[config.mk]
export PLATFORM = sky130hd
export DESIGN_NAME = one_wire_bus_master_unit
export DESIGN_NICKNAME = d
export VERILOG_FILES = /design/src/rtl/owbm_pkg.sv /design/src/rtl/owbm_engine.sv /design/src/rtl/one_wire_bus_master_unit.sv
export SDC_FILE = /design/constraint.sdc
export NUM_CORES = 1
export LEC_CHECK = 0
export ABC_AREA = 1
export BUFFER_PORTS_ARGS = -buffer_cell sky130_fd_sc_hd__buf_2
export CAP_MARGIN = 20
export CELL_PAD_IN_SITES_DETAIL_PLACEMENT = 1
export CELL_PAD_IN_SITES_GLOBAL_PLACEMENT = 1
export CORE_AREA = 2 2 130 132
export CTS_CLUSTER_SIZE = 25
export DETAILED_ROUTE_END_ITERATION = 10
export DIE_AREA = 0 0 132 134
export MAX_ROUTING_LAYER = met4
export PLACE_DENSITY = 0.95
export SYNTH_ARGS = -nofsm -noshare
export SYNTH_HDL_FRONTEND = slang
export SYNTH_HIERARCHICAL = 1
export SYNTH_SLANG_ARGS = --single-unit
export TNS_END_PERCENT = 5
[constraint.sdc]
create_clock -name clk_i -period 7 [get_ports clk_i]
set_clock_uncertainty 0.15 [all_clocks]
set_input_delay 0.7 -clock clk_i [delete_from_list [all_inputs] [get_ports clk_i]]
set_output_delay 0.7 -clock clk_i [all_outputs]
set_load 0.05 [all_outputs]
[src/rtl/owbm_pkg.sv]
// Package of the 1-Wire bus master: widths, command and register codes,
// bus phase encoding, configuration and result structures.
// No dependencies.
`timescale 1ns / 1ps

package owbm_pkg;

  localparam int unsigned BitsPerByteDef = 8;
  localparam int unsigned TickW          = 12;
  localparam int unsigned ByteW          = 8;
  localparam int unsigned ModeW          = 3;
  localparam int unsigned CfgIdxW        = 3;

  // Command codes carried in the mode field.
  localparam logic [ModeW-1:0] ModeTick    = 3'd0;
  localparam logic [ModeW-1:0] ModeWrite   = 3'd1;
  localparam logic [ModeW-1:0] ModeRead    = 3'd2;
  localparam logic [ModeW-1:0] ModeReset   = 3'd3;
  localparam logic [ModeW-1:0] ModePull    = 3'd4;
  localparam logic [ModeW-1:0] ModeRelease = 3'd5;

  // Configuration register indexes.
  localparam logic [CfgIdxW-1:0] CfgShortLow    = 3'd0;
  localparam logic [CfgIdxW-1:0] CfgLongLow     = 3'd1;
  localparam logic [CfgIdxW-1:0] CfgSampleDelay = 3'd2;
  localparam logic [CfgIdxW-1:0] CfgReadRecov   = 3'd3;
  localparam logic [CfgIdxW-1:0] CfgResetLow    = 3'd4;
  localparam logic [CfgIdxW-1:0] CfgResetWait   = 3'd5;

  // Register reset values.
  localparam logic [TickW-1:0] ShortLowRst    = 12'd2;
  localparam logic [TickW-1:0] LongLowRst     = 12'd80;
  localparam logic [TickW-1:0] SampleDelayRst = 12'd12;
  localparam logic [TickW-1:0] ReadRecovRst   = 12'd66;
  localparam logic [TickW-1:0] ResetLowRst    = 12'd600;
  localparam logic [TickW-1:0] ResetWaitRst   = 12'd600;

  typedef enum logic [7:0] {
    PhIdle   = 8'b0000_0001,
    PhWrLow  = 8'b0000_0010,
    PhWrRel  = 8'b0000_0100,
    PhRdLow  = 8'b0000_1000,
    PhRdWait = 8'b0001_0000,
    PhRdRec  = 8'b0010_0000,
    PhRsLow  = 8'b0100_0000,
    PhRsWait = 8'b1000_0000
  } phase_e;

  typedef struct packed {
    logic [TickW-1:0] short_low;
    logic [TickW-1:0] long_low;
    logic [TickW-1:0] sample_delay;
    logic [TickW-1:0] read_recovery;
    logic [TickW-1:0] reset_low;
    logic [TickW-1:0] reset_wait;
  } cfg_t;

  // Result fields, lowest bit last, matching the output beat layout.
  typedef struct packed {
    logic [ByteW-1:0] read_value;
    logic             done_res;
    logic             busy_res;
    logic             drive_strong_high;
    logic             drive_low;
  } res_t;

  // A programmed count of zero is treated as one tick.
  function automatic logic [TickW-1:0] ticks_of(input logic [TickW-1:0] v);
    return (v == '0) ? TickW'(1) : v;
  endfunction

endpackage

[src/rtl/owbm_engine.sv]
// Bus timing state machine of the 1-Wire bus master: phase, tick counter,
// bit counter and shift register, advanced once per accepted beat.
// Depends on owbm_pkg.
`timescale 1ns / 1ps

module owbm_engine #(
  parameter int unsigned BitsPerByte = owbm_pkg::BitsPerByteDef
) (
  input  logic                          clk_i,
  input  logic                          rst_ni,
  input  logic                          step_i,
  input  logic [owbm_pkg::ModeW-1:0]    mode_i,
  input  logic [owbm_pkg::ByteW-1:0]    write_value_i,
  input  logic                          line_level_i,
  input  owbm_pkg::cfg_t                cfg_i,
  output owbm_pkg::res_t                res_o
);

  localparam int unsigned BitsW = $clog2(BitsPerByte + 1);

  owbm_pkg::phase_e                 phase_q, phase_d;
  logic [BitsW-1:0]                 bits_q, bits_d;
  logic [owbm_pkg::ByteW-1:0]       shift_q, shift_d;
  logic [owbm_pkg::TickW-1:0]       tick_q, tick_d;
  logic                             pull_q, pull_d;
  logic [owbm_pkg::ByteW-1:0]       last_q, last_d;
  logic                             done;

  always_comb begin
    logic [owbm_pkg::TickW-1:0] tick_dec;
    logic [BitsW-1:0]           bits_dec;
    logic [owbm_pkg::ByteW-1:0] shifted;
    phase_d  = phase_q;
    bits_d   = bits_q;
    shift_d  = shift_q;
    tick_d   = tick_q;
    pull_d   = pull_q;
    last_d   = last_q;
    done     = 1'b0;
    tick_dec = tick_q - owbm_pkg::TickW'(1);
    bits_dec = bits_q - BitsW'(1);
    shifted  = shift_q >> 1;
    if (phase_q == owbm_pkg::PhIdle) begin
      case (mode_i)
        owbm_pkg::ModeWrite: begin
          pull_d  = 1'b0;
          shift_d = write_value_i;
          bits_d  = BitsW'(BitsPerByte);
          phase_d = owbm_pkg::PhWrLow;
          tick_d  = owbm_pkg::ticks_of(write_value_i[0] ? cfg_i.short_low : cfg_i.long_low);
        end
        owbm_pkg::ModeRead: begin
          pull_d  = 1'b0;
          shift_d = '0;
          bits_d  = BitsW'(BitsPerByte);
          phase_d = owbm_pkg::PhRdLow;
          tick_d  = owbm_pkg::ticks_of(cfg_i.short_low);
        end
        owbm_pkg::ModeReset: begin
          pull_d  = 1'b0;
          phase_d = owbm_pkg::PhRsLow;
          tick_d  = owbm_pkg::ticks_of(cfg_i.reset_low);
        end
        owbm_pkg::ModePull:    pull_d = 1'b1;
        owbm_pkg::ModeRelease: pull_d = 1'b0;
        default: ;
      endcase
    end else if (!(mode_i inside {[owbm_pkg::ModeWrite:owbm_pkg::ModeRelease]})) begin
      tick_d = tick_dec;
      if (tick_dec == '0) begin
        case (phase_q)
          owbm_pkg::PhWrLow: begin
            phase_d = owbm_pkg::PhWrRel;
            tick_d  = owbm_pkg::ticks_of(shift_q[0] ? cfg_i.long_low : cfg_i.short_low);
          end
          owbm_pkg::PhWrRel: begin
            shift_d = shifted;
            bits_d  = bits_dec;
            if (bits_dec == '0) begin
              phase_d = owbm_pkg::PhIdle;
              done    = 1'b1;
            end else begin
              phase_d = owbm_pkg::PhWrLow;
              tick_d  = owbm_pkg::ticks_of(shifted[0] ? cfg_i.short_low : cfg_i.long_low);
            end
          end
          owbm_pkg::PhRdLow: begin
            phase_d = owbm_pkg::PhRdWait;
            tick_d  = owbm_pkg::ticks_of(cfg_i.sample_delay);
          end
          owbm_pkg::PhRdWait: begin
            shift_d = {line_level_i | shift_q[owbm_pkg::ByteW-1], shift_q[owbm_pkg::ByteW-2:0]};
            phase_d = owbm_pkg::PhRdRec;
            tick_d  = owbm_pkg::ticks_of(cfg_i.read_recovery);
          end
          owbm_pkg::PhRdRec: begin
            bits_d = bits_dec;
            if (bits_dec == '0) begin
              last_d  = shift_q;
              phase_d = owbm_pkg::PhIdle;
              done    = 1'b1;
            end else begin
              shift_d = shifted;
              phase_d = owbm_pkg::PhRdLow;
              tick_d  = owbm_pkg::ticks_of(cfg_i.short_low);
            end
          end
          owbm_pkg::PhRsLow: begin
            phase_d = owbm_pkg::PhRsWait;
            tick_d  = owbm_pkg::ticks_of(cfg_i.reset_wait);
          end
          default: begin
            phase_d = owbm_pkg::PhIdle;
            done    = 1'b1;
          end
        endcase
      end
    end
  end

  always_comb begin
    res_o.drive_low         = (phase_d == owbm_pkg::PhWrLow) || (phase_d == owbm_pkg::PhRdLow) ||
                              (phase_d == owbm_pkg::PhRsLow);
    res_o.drive_strong_high = pull_d;
    res_o.busy_res          = (phase_d != owbm_pkg::PhIdle);
    res_o.done_res          = done;
    res_o.read_value        = last_d;
  end

  always_ff @(posedge clk_i or negedge rst_ni) begin
    if (!rst_ni) begin
      phase_q <= owbm_pkg::PhIdle;
      bits_q  <= '0;
      shift_q <= '0;
      tick_q  <= '0;
      pull_q  <= 1'b0;
      last_q  <= '0;
    end else if (step_i) begin
      phase_q <= phase_d;
      bits_q  <= bits_d;
      shift_q <= shift_d;
      tick_q  <= tick_d;
      pull_q  <= pull_d;
      last_q  <= last_d;
    end
  end

endmodule

[src/rtl/one_wire_bus_master_unit.sv]
// Top level of the 1-Wire bus master: stream ports, timing registers and the
// output register. Depends on owbm_pkg and owbm_engine.
`timescale 1ns / 1ps

// Each input beat is one microsecond tick or one command, and the block takes
// one beat per clock cycle. The bus state after that beat appears as one
// output beat, held in an output register, in the cycle after acceptance; the
// input side keeps accepting while the output register is empty or being
// read, so only back-pressure on the output side slows the stream. Timing
// registers are written through the configuration channel, which is always
// ready; writes to unused indexes are ignored.
module one_wire_bus_master_unit #(
  parameter int unsigned BitsPerByte = owbm_pkg::BitsPerByteDef
) (
  input  logic                          clk_i,
  input  logic                          rst_ni,
  input  logic                          s_axis_tvalid,
  output logic                          s_axis_tready,
  // Bits: write_value [7:0], line_level [8], zeros above.
  input  logic [15:0]                   s_axis_tdata,
  // Bits: mode [2:0].
  input  logic [owbm_pkg::ModeW-1:0]    s_axis_tuser,
  output logic                          m_axis_tvalid,
  input  logic                          m_axis_tready,
  // Bits: drive_low [0], drive_strong_high [1], busy_res [2], done_res [3],
  // read_value [11:4], zeros above.
  output logic [15:0]                   m_axis_tdata,
  input  logic                          cfg_valid_i,
  output logic                          cfg_ready_o,
  input  logic [owbm_pkg::CfgIdxW-1:0]  cfg_index_i,
  input  logic [owbm_pkg::TickW-1:0]    cfg_data_i
);

  owbm_pkg::cfg_t cfg_q, cfg_d;
  owbm_pkg::res_t res_q, res_d;
  logic           m_valid_q, m_valid_d;
  logic           accept;

  assign cfg_ready_o   = 1'b1;
  assign s_axis_tready = !m_valid_q || m_axis_tready;
  assign accept        = s_axis_tvalid && s_axis_tready;
  assign m_valid_d     = accept || (m_valid_q && !m_axis_tready);
  assign m_axis_tvalid = m_valid_q;
  assign m_axis_tdata  = {4'b0000, res_q};

  always_comb begin
    cfg_d = cfg_q;
    if (cfg_valid_i) begin
      case (cfg_index_i)
        owbm_pkg::CfgShortLow:    cfg_d.short_low     = cfg_data_i;
        owbm_pkg::CfgLongLow:     cfg_d.long_low      = cfg_data_i;
        owbm_pkg::CfgSampleDelay: cfg_d.sample_delay  = cfg_data_i;
        owbm_pkg::CfgReadRecov:   cfg_d.read_recovery = cfg_data_i;
        owbm_pkg::CfgResetLow:    cfg_d.reset_low     = cfg_data_i;
        owbm_pkg::CfgResetWait:   cfg_d.reset_wait    = cfg_data_i;
        default: ;
      endcase
    end
  end

  owbm_engine #(
    .BitsPerByte(BitsPerByte)
  ) u_engine (
    .clk_i        (clk_i),
    .rst_ni       (rst_ni),
    .step_i       (accept),
    .mode_i       (s_axis_tuser),
    .write_value_i(s_axis_tdata[7:0]),
    .line_level_i (s_axis_tdata[8]),
    .cfg_i        (cfg_q),
    .res_o        (res_d)
  );

  always_ff @(posedge clk_i or negedge rst_ni) begin
    if (!rst_ni) begin
      cfg_q.short_low     <= owbm_pkg::ShortLowRst;
      cfg_q.long_low      <= owbm_pkg::LongLowRst;
      cfg_q.sample_delay  <= owbm_pkg::SampleDelayRst;
      cfg_q.read_recovery <= owbm_pkg::ReadRecovRst;
      cfg_q.reset_low     <= owbm_pkg::ResetLowRst;
      cfg_q.reset_wait    <= owbm_pkg::ResetWaitRst;
      m_valid_q           <= 1'b0;
    end else begin
      cfg_q     <= cfg_d;
      m_valid_q <= m_valid_d;
    end
  end

  always_ff @(posedge clk_i) begin
    if (accept) begin
      res_q <= res_d;
    end
  end

endmodule
Word level (Yosys, flattened, before mapping) --
Cells that the tools add are included.
Operators by class: $add $sub $neg 2, mux-type cells 45, reductions and logical operators 39, order comparisons 2, equality and inequality tests 27, bitwise gates (word level) 2
Operators with widths (number):
- $mux W12 | 16
- $logic_not A12 Y1 | 9
- $mux W8 | 12
- $pmux W12 S6 | 1
- $pmux W8 S3 | 2
- $pmux W8 S6 | 1
- $pmux W12 S3 | 1
- $mux W4 | 6
- $eq A8 B2 Y1 const B | 2
- $eq A8 B4 Y1 const B | 2
- $eq A8 B7 Y1 const B | 2
- $pmux W8 S2 | 1
- $eq A3 B2 Y1 const B | 4
- $eq A3 B3 Y1 const B | 4
- $reduce_and A2 Y1 | 6
- $sub A12 B1 Y12 const B | 1
- $eq A8 B1 Y1 const B | 1
- $eq A8 B3 Y1 const B | 1
- $eq A8 B5 Y1 const B | 1
- $eq A8 B6 Y1 const B | 1
- $ne A8 B1 Y1 const B | 1
- $reduce_or A4 Y1 | 2
- $reduce_and A7 Y1 | 1
- $eq A3 B1 Y1 const B | 2
- 26 further kinds | 37
Storage, ports and cells: output and inout port bits 19, flip-flop bits (word level) 126, word-level logic and storage cells 136

Depth between registers and ports, before layout --
word-level depth 10, mapped depth 17, mapped depth without buffers 17

By module --
Netlist, hierarchy kept.
By module, submodules not included:
- owbm_engine | area each 4301.6 µm², instances 1, cells each 732, sequential area each 1027.2 µm²
- one_wire_bus_master_unit | area each 3379.5 µm², instances 1, cells each 352, sequential area each 2205.9 µm²

Worst setup path after synthesis --
Ideal clock, no wire load.
path type input to register, start point input s_axis_tvalid, end point register u_engine/tick_q[4] (netlist bit), cell stages on the path 9, path slack 4.250 ns, data required time 6.774 ns, buffers on the path 1, data arrival time 2.523 ns, path through inv_1 -> a21oi_1 -> inv_1 -> nor2_2 -> inv_2 -> buf_2 -> a21oi_1 -> nand2_1 -> o21ai_1
On the way: cells in the longest elaborated chain, start to end 2
RTL lines:
- start, declared | RTL line one_wire_bus_master_unit.sv:17 | input logic s_axis_tvalid,
- $logic_and A1 B1 Y1 | RTL line one_wire_bus_master_unit.sv:41 | assign accept = s_axis_tvalid && s_axis_tready;
- via accept | RTL line one_wire_bus_master_unit.sv:37 | logic accept;
- $reduce_and A3 Y1 (no line)
- end signal, assigned | RTL line owbm_engine.sv:142 | tick_q <= tick_d;
- end, declared | RTL line owbm_engine.sv:24 | logic [owbm_pkg::TickW-1:0] tick_q, tick_d;
The timed path passes the listed nets, and every way through them passes these cells. A chain may end at the register's enable or synchronous reset.

Worst setup path after layout --
start point register u_engine.phase_q[6], end point register u_engine/shift_q[0] (netlist bit)
On the way: cells in the longest elaborated chain, start to end 5, elaborated cells between the ends (all ways) 15, those cells by class eq/ne (8); mux (4); reduce/logical (3)
RTL lines:
- start, declared | RTL line owbm_engine.sv:21 | owbm_pkg::phase_e phase_q, phase_d;
- start signal, assigned | RTL line owbm_engine.sv:132 | phase_q <= owbm_pkg::PhIdle;
- start signal, assigned | RTL line owbm_engine.sv:139 | phase_q <= phase_d;
- $eq A8 B6 Y1, or another cell as far along | RTL line owbm_engine.sv:71 | case (phase_q)
- $pmux W8 S3 | RTL line owbm_engine.sv:71
- $mux W8 | RTL line owbm_engine.sv:70 | if (tick_dec == '0) begin
- $mux W8 | RTL line owbm_engine.sv:68 | end else if (!(mode_i inside {[owbm_pkg::ModeWrite:owbm_pkg::ModeRelease]})) begin
- $mux W8 | RTL line owbm_engine.sv:43 | if (phase_q == owbm_pkg::PhIdle) begin
- end signal, assigned | RTL line owbm_engine.sv:141 | shift_q <= shift_d;
- end, declared | RTL line owbm_engine.sv:23 | logic [owbm_pkg::ByteW-1:0] shift_q, shift_d;
Parallel ways exist; a longest one is shown, timed or not. The select of a mux whose other input is x is not followed.

==> results by group <==
Critical path
  • List of cells traversed by the critical path: nor2_1, nand3_1, inv_2, nand4_2, inv_2, nor2_1, inv_1, nand3_2, nor2_2, o21ai_0, o21ai_1
  • Critical R2R Launch: u_engine/phase_q[6]
  • Logic depth of the worst register-to-register path: 11
  • Sort of element at the start of the critical path: register
  • Largest incremental delay on the critical path: 0.76 ns
  • Required arrival time at the worst endpoint: roughly 7.2 ns
  • Kind of critical path: register to register
  • Critical Path Start: u_engine/phase_q[6]
  • Capturing instance or port of the critical path: u_engine/shift_q[0]
  • Crit Path Max Fanout: 33
  • Highest-delay cell along the critical path: sky130_fd_sc_hd__inv_2
  • Critical Path Sink Type: register
  • Critical Path AT: between 3 and 4 ns
  • Reg2reg setup slack: 3.31 ns
  • Critical R2R Capture: u_engine/shift_q[0]

Place
  • Routability congestion estimate from global placement: between 0.9 and 1
  • Number of input and output port buffers inserted: 45
  • Half-perimeter wire length after detailed placement: between 15000 and 20000 um

Synth
  • Most frequent cell after synthesis: sky130_fd_sc_hd__nand2_1
  • Top cells by area, synth: sky130_fd_sc_hd__dfrtp_1, sky130_fd_sc_hd__nand2_1, sky130_fd_sc_hd__nand3_1
  • Number of enable flip-flop cells after synthesis: 12
  • Sequential fraction of the synthesis area: 0.421
  • Cell type with the largest total area after synthesis: sky130_fd_sc_hd__dfrtp_1
  • Number of unique standard cell types used by synthesis: 49
  • Post-synthesis instance total: 1084
  • Post-synthesis instance area: 0.00768 sq mm
  • Total number of yosys warnings: 6
  • Fraction of registers with async set/reset: 0.905
  • Top-area cell type share of the netlist area: 0.319
  • Count of state elements after synthesis: 126
  • Avg Cell Area, Syn: 7.09 sq um
  • Most used standard cells in the synthesized netlist: sky130_fd_sc_hd__nand2_1, sky130_fd_sc_hd__dfrtp_1, sky130_fd_sc_hd__nand3_1
  • Top_reg_cell synth: sky130_fd_sc_hd__dfrtp_1

Clock network
  • Hold buffers post-CTS: 0
  • Post-cts gate resize count: 0
  • Clock tree from TritonCTS: yes
  • Number of buffers created by CTS: 17
  • H-Tree Level Count: 4
  • Clock slew at the register clock pins of the worst setup and hold paths: approximately 0.060 ns
  • Clock Tree Buf Depth: 2
  • Setup bufs post-CTS: 0
  • Worst-skew pair later-pin latency: 0.43 ns
  • CTS Root Cell: sky130_fd_sc_hd__clkbuf_16
  • Number of sinks on the clock net: 126

Detailed routing
  • Total via count after detailed routing: 7912
  • Routed Antenna Nets: 0
  • DR vias/cell: 5.90
  • Routed WL per cell: 20.6 um
  • Iteration count of the initial detailed-routing pass: 5
  • Detailed router's first-iteration violation count: 629
  • WL final: 27600 um
  • DRC violation count after routing: 0

Timing
  • Total negative slack: 0 ns
  • Final hold viol count: 0
  • Unrepaired setup endpoints after global routing: false
  • Pin slew with the least headroom to its limit: 1.03 ns
  • Maximum clock frequency: 0.271 GHz
  • Period Utilization, post-route: 0.527
  • Fin. max-slew vios: 0
  • Worst slew margin: 0.310
  • Setup violation total in the final timing report: 0
  • Final min period: between 3 and 4 ns

Layout
  • Share of final-layout standard cells stronger than drive strength 1: 0.132
  • Final net count: 1151
  • Synthesis-to-finish area growth: 11.2%
  • Diode count: 0

Power
  • Part of the total power dissipated in sequential elements: 0.375
  • Internal power: 1.70 mW
  • Standby leakage power: ~4.2 nW
  • Power per standard cell area: approximately 330 mW/mm^2
  • Switch share: 0.389
  • Peak supply drop: between 0.15 and 0.2 mV
  • Clock network fraction of total power: 0.327
  • Combinational Power Share: 0.298
  • Total power of the final layout: about 2.8 mW
  • Net switching power figure: 1.08 mW

GRT
  • Number of antenna violations at the first check in global routing: 0
  • Via count of the first global-routing pass: 8238
  • Residual overflow from global routing: 0
  • Largest net degree at the start of global routing: 77
  • GR Util All Layers: 0.330
  • First-pass GRT wire length: 44000 um

Die
  • Die extent in y: around 130 um
  • Starting Density: 0.472
  • I/O Pins: 58
  • Total core area: 0.0163 sq mm
  • Row cnt: 47
  • Area enclosed by the die boundary: 0.0177 sq mm
  • Die boundary width: 132 um

Run
  • Max-cap violations: 0

Status
  • Run status: finished clean

Min path
  • Worst Hold Class: input port to async pin
## per-layer routing
metal | vias up | track usage | share of wire
li1 | 3597 | - | -
met1 | 3889 | 0.397 | 0.41
met2 | 338 | 0.540 | 0.48
met3 | 88 | 0.0597 | 0.068
met4 | 0 | 0.154 | 0.042
met5 | - | - | 0
## metrics by stage
step | util | setup slack, ns | cell area (sq um) | hold slack (ns) | instances
2_1_floorplan | - | 4.25 | 7690 | 0.254 | 1087
3_3_place_gp | 0.488 | 3.59 | 7940 | 0.303 | 1309
3_5_place_dp | 0.488 | 3.53 | 7940 | 0.309 | 1309
4_1_cts | 0.524 | 3.42 | 8540 | 0.114 | 1341
5_1_grt | 0.524 | 3.03 | 8540 | 0.137 | 1341
6_report | 0.524 | 3.31 | 8540 | 0.106 | 1341
## state kept, by name, indices dropped and copies added (netlist names)
signal and cells:
u_engine/last_q 8, u_engine/phase_q 8, u_engine/shift_q 8, m_axis_tvalid 1
cfg_q 72, u_engine/tick_q 12, u_engine/pull_q 1, m_axis_tdata 12
u_engine/bits_q 4
## kinds of logic (layout without fill, tap and decap cells)
family | Yosys count | in the layout | share of synthesized area
buffers and inverters | 147 | 181 | 0.0860
flip-flops | 126 | 126 | 0.421
other | 2 | 5 | 0.000978
adder cells (fa/ha/maj) | 4 | 4 | 0.00652
AND/OR/NAND/NOR | 638 | 638 | 0.360
AO/OA/AOI/OAI | 163 | 163 | 0.121
XOR/XNOR | 4 | 4 | 0.00456
## worst min path at each step
stage / to / slack, ns / cells after the start
3_5_place_dp: cfg_q[62] / 0.31 / 2
5_1_grt: u_engine/shift_q[6] / 0.14 / 1
3_3_place_gp: cfg_q[46] / 0.30 / 2
6_report: u_engine/last_q[7] / 0.11 / 1
2_1_floorplan: cfg_q[0] / 0.25 / 0
4_1_cts: u_engine/last_q[7] / 0.11 / 1
## cell type report
cell class	count	area, sq um
Fill cell	2108	7750
Inverter	101	380
Clock inverter	7	103
Multi-Input combinational cell	814	3800
Clock buffer	25	497
Tap cell	220	275
Timing Repair Buffer	48	250
Sequential cell	126	3230
## cell usage in the layout, fill, tap and decap left out, types with 16 or more instances in the layout
master	instances
sky130_fd_sc_hd__nand2_1	407
sky130_fd_sc_hd__o21ai_0	75
sky130_fd_sc_hd__nor3_1	16
sky130_fd_sc_hd__inv_2	19
sky130_fd_sc_hd__a21oi_1	24
sky130_fd_sc_hd__dfstp_2	16
sky130_fd_sc_hd__buf_2	44
sky130_fd_sc_hd__nand4_1	18
sky130_fd_sc_hd__nand3_1	96
sky130_fd_sc_hd__dfrtp_1	98
sky130_fd_sc_hd__inv_1	80
sky130_fd_sc_hd__o21ai_1	24
sky130_fd_sc_hd__nor2_1	54
sky130_fd_sc_hd__clkbuf_16	18
## power groups by stage
stage | Combinational, mW | Sequential [mW] | Clock (mW)
after floorplan | 0.579 | 1.00 | 0
after global placement | 0.749 | 1.04 | 0
after detailed placement | 0.791 | 1.05 | 0
after CTS | 0.814 | 1.04 | 0.917
after global routing | 0.919 | 1.06 | 0.945
final | 0.831 | 1.05 | 0.910
## worst max-delay path, delay by kind of cell (launching register included)
kind                   cells  cell delay, ns
AOI/OAI and AO/OA          2            0.31
and+or+nand+nor            6            1.69
buffers and inverters      3            1.00
DFF                        1            0.43
(Power assumes the default switching activity.)
